===== src/hdl/mpc_queue.sv =====
// Small first-in first-out queue that carries jobs from the front to the back.
// Depends on nothing but its parameters.
module mpc_queue #(
    parameter int DATA_WIDTH = 8,
    parameter int DEPTH = 2
) (
    input  logic                  i_clk,
    input  logic                  i_rst_n,
    input  logic                  i_push,
    input  logic [DATA_WIDTH-1:0] i_data,
    output logic                  o_full,
    input  logic                  i_pop,
    output logic [DATA_WIDTH-1:0] o_data,
    output logic                  o_empty
);

    localparam int PW = (DEPTH > 1) ? $clog2(DEPTH) : 1;
    localparam int CW = $clog2(DEPTH + 1);

    logic [DATA_WIDTH-1:0] r_mem [DEPTH];
    logic [PW-1:0]         r_wr;
    logic [PW-1:0]         r_rd;
    logic [CW-1:0]         r_count;

    assign o_full  = (r_count == CW'(DEPTH));
    assign o_empty = (r_count == '0);
    assign o_data  = r_mem[r_rd];

    always_ff @(posedge i_clk) begin
        if (!i_rst_n) begin
            r_wr    <= '0;
            r_rd    <= '0;
            r_count <= '0;
        end else begin
            if (i_push) begin
                r_wr <= (r_wr == PW'(DEPTH - 1)) ? '0 : r_wr + 1'b1;
            end
            if (i_pop) begin
                r_rd <= (r_rd == PW'(DEPTH - 1)) ? '0 : r_rd + 1'b1;
            end
            if (i_push && !i_pop) begin
                r_count <= r_count + 1'b1;
            end else if (i_pop && !i_push) begin
                r_count <= r_count - 1'b1;
            end
        end
    end

    always_ff @(posedge i_clk) begin
        if (i_push) begin
            r_mem[r_wr] <= i_data;
        end
    end

    a_count_bound: assert property (@(posedge i_clk) disable iff (!i_rst_n)
        r_count <= CW'(DEPTH))
        else $error("queue holds more jobs than it has entries");

endmodule


===== config.mk =====
export PLATFORM = sky130hd
export DESIGN_NAME = mpc_queue
export DESIGN_NICKNAME = d
export VERILOG_FILES = /design/src/hdl/mpc_queue.sv
export SDC_FILE = /design/constraint.sdc
export NUM_CORES = 1
export LEC_CHECK = 0
export ABC_AREA = 0
export BUFFER_PORTS_ARGS = -buffer_cell sky130_fd_sc_hd__buf_2
export CAP_MARGIN = 20
export CORE_MARGIN = 4
export CORE_UTILIZATION = 35
export CTS_BUF_LIST = sky130_fd_sc_hd__clkbuf_2 sky130_fd_sc_hd__clkbuf_4 sky130_fd_sc_hd__clkbuf_8
export CTS_CLUSTER_DIAMETER = 80
export DETAILED_ROUTE_END_ITERATION = 16
export SLEW_MARGIN = 20
export SYNTH_ARGS = -nofsm -noshare
export SYNTH_HDL_FRONTEND = slang
export SYNTH_SLANG_ARGS = --single-unit

===== constraint.sdc =====
create_clock -name i_clk -period 3.2 [get_ports i_clk]
set_input_delay 0.64 -clock i_clk [delete_from_list [all_inputs] [get_ports i_clk]]
set_output_delay 0.64 -clock i_clk [all_outputs]
set_load 0.01 [all_outputs]

==> results.toml <==
[cts]
clock_latency_ns = 0.29
cts_max_level = 1
numCtsBuffers = 3
clock_sinks = 21
ctsResizeCount = 0
cts_tree = "done"
cts_buffer_depth = 2
cts_hold_buf = 0
clkTransAtPathRegs_ns = 0.11
cts_root_buf = "clkbuf_4"
post_cts_buffers = 0

[logic_synthesis]
syn_nets = 60
syn_avg_cell_area_um2 = 16.9
syn_area_um2 = 795
ys_seq_area_frac = 0.731
synthDistinctLibCells = 16
ys_seq_elements = 21
yosys_warnings = 0
syn_inst = 47

[power]
ir_drop_v = 0.000282
p_leak_nw = 0.380
pwr_density_cell_nw_per_um2 = 536

[sta]
slew_viol_final = 0
slew_headroom = 0.491
post-route-min-period_ns = 2.00
setup_ws_ns = 1.20
rsz0062_at_grt = "no"
skew_ns = 0.00290
worst_pin_slew_ns = 0.761
timing.final.crit_share = 0.624
hold_violations = 0
fin_setup_tns_ns = 0
finalSetupViolCount = 0
max_freq_mhz = 501

[setup_path]
crit_buf_inv = 1
cp_slowest_cell = "dfxtp_1"
cp-end-kind = "output port"
reg2reg_depth = 1
reg2reg_slack_ns = 1.92
regToRegEndpoint = "r_mem[0][0]$_DFFE_PP_"
cp_slowest_stage_delay_ns = 0.55
criticalPathCategory = "flop to output port"
cpLargestDelayFamily = "flip-flops"
crit_required_ns = 2.56
crit_arrival_ns = 1.36
endpoint = "o_data[4]"
path_cells = "mux2_2 > buf_2"
rr_startpoint = "r_wr$_SDFFE_PN0P_"
path_max_fanout = 8
cp.depth = 2
crit_path_start_kind = "flop"

[finish]
final_cell_mix = "21 x buf_2, 16 x edfxtp_1, 8 x mux2_2"
drive_gt1_frac = 0.479
regArea_um2 = 581
final_cells = 98
fillCellCount = 189
final_nets = 85
areaGrowthSynthToFinish_pct = 20.3
final_core_util = 0.464
final_common_cell = "buf_2"
multi_input_area_um2 = 205
diodes = 0

[status]
outcome = "completed"

[floorplanning]
initial_core_util = 0.385
core_area_um2 = 2060
num_io_pins = 22
die-area_um2 = 3100
fp.dieW_um = 55.6
fp.dieH_um = 55.6
rows = 16

[global_routing]
grt_pass1_vias = 429
grt_pass1_wl_mm = 1.91
grt_max_degree = 13
grt.total_usage = 0.0800
grt_overflow = 0
antenna_found_initial = 0

[worst_hold_path]
min_path_cells = 2
min_path_type = "flop to flop"

[drt]
dr.pass1.iters = 4
drc = 0
via_per_inst = 4.43
drt_first_iter_violations = 3
antenna_left = 0
wl_per_cell_um = 12.1
wirelength_mm = 1.18
vias = 434

[placed_design]
gp_congestion = 0.625
pre_cts_ws_ns = 1.43
port_buffers = 21
place_inst = 94

[flow_run]
cap_violations = 0
==> how the worst min path moves through the flow <==
stage          slack [ns]                 endpoint                    start
6_report             0.51  r_count[1]$_SDFFE_PN0P_  r_count[1]$_SDFFE_PN0P_
5_1_grt              0.48    r_mem[1][4]$_DFFE_PP_                i_data[4]
4_1_cts              0.51  r_count[1]$_SDFFE_PN0P_  r_count[1]$_SDFFE_PN0P_
3_5_place_dp         0.49  r_count[1]$_SDFFE_PN0P_  r_count[1]$_SDFFE_PN0P_
3_3_place_gp         0.48  r_count[1]$_SDFFE_PN0P_  r_count[1]$_SDFFE_PN0P_
2_1_floorplan        0.47  r_count[1]$_SDFFE_PN0P_  r_count[1]$_SDFFE_PN0P_
==> report_power, final <==
group	internal (mW)	switching, mW
logic	0.0374	0.0309
clock network	0.0465	0.0749
registers	0.312	0.0106
==> stage by stage <==
stage	cell area (um2)	hold slack, ns	power (mW)
after floorplan	795	0.466	0.370
after detailed placement	928	0.489	0.399
after CTS	956	0.507	0.520
after global routing	956	0.483	0.547
after global placement	928	0.479	0.397
final	956	0.507	0.512
==> routing by layer <==
layer / wire length, um / track usage / vias up / share of wire
met1: 537 / 0.0937 / 203 / 0.45
met2: 571 / 0.125 / 12 / 0.48
met3: 63 / 0.0255 / 2 / 0.053
li1: - / - / 217 / -
met5: 0 / 0 / - / 0
met4: 8 / 0.0521 / 0 / 0.0068
==> registers in the layout, summed over array words and instances, names as in the netlist, named ones only <==
register and count:
r_rd 1, r_count 2, r_mem 16, r_wr 1
==> logic make-up after synthesis <==
logic type,synth area share
flip-flops,0.731
AO/OA/AOI/OAI,0.0252
AND/OR/NAND/NOR,0.0709
XOR/XNOR,0.0331
buffers and inverters,0.0110
multiplexers,0.113
adder cells (fa/ha/maj),0.0157
==> cell usage after synthesis <==
library cell,instances,area (um2)
and2b_2,1,8.76
buf_2,1,5.00
or3_1,1,6.26
ha_1,1,12.5
xnor2_1,1,8.76
and2_1,4,25.0
a21boi_1,1,7.51
nor2b_1,2,12.5
edfxtp_1,16,480
xor2_1,2,17.5
o21a_1,1,7.51
o21ai_0,1,5.00
mux2_2,8,90.1
inv_1,1,3.75
nor2_1,1,3.75
dfxtp_1,5,100
==> layout make-up <==
cell class / instances / share of cell area
Multi-Input combinational cell: 24 / 0.215
Sequential cell: 21 / 0.607
Inverter: 1 / 0.00393
Clock buffer: 3 / 0.0236
Tap cell: 27 / 0.0353
Clock inverter: 1 / 0.00524
Timing Repair Buffer: 21 / 0.110
==> tightest hold or removal path, stage by stage (launching register included) <==
cell and delay (ns):
dfxtp_1 0.34, o21ai_0 0.07, a21boi_1 0.06
Note: power is estimated with default switching activity, not from simulation.
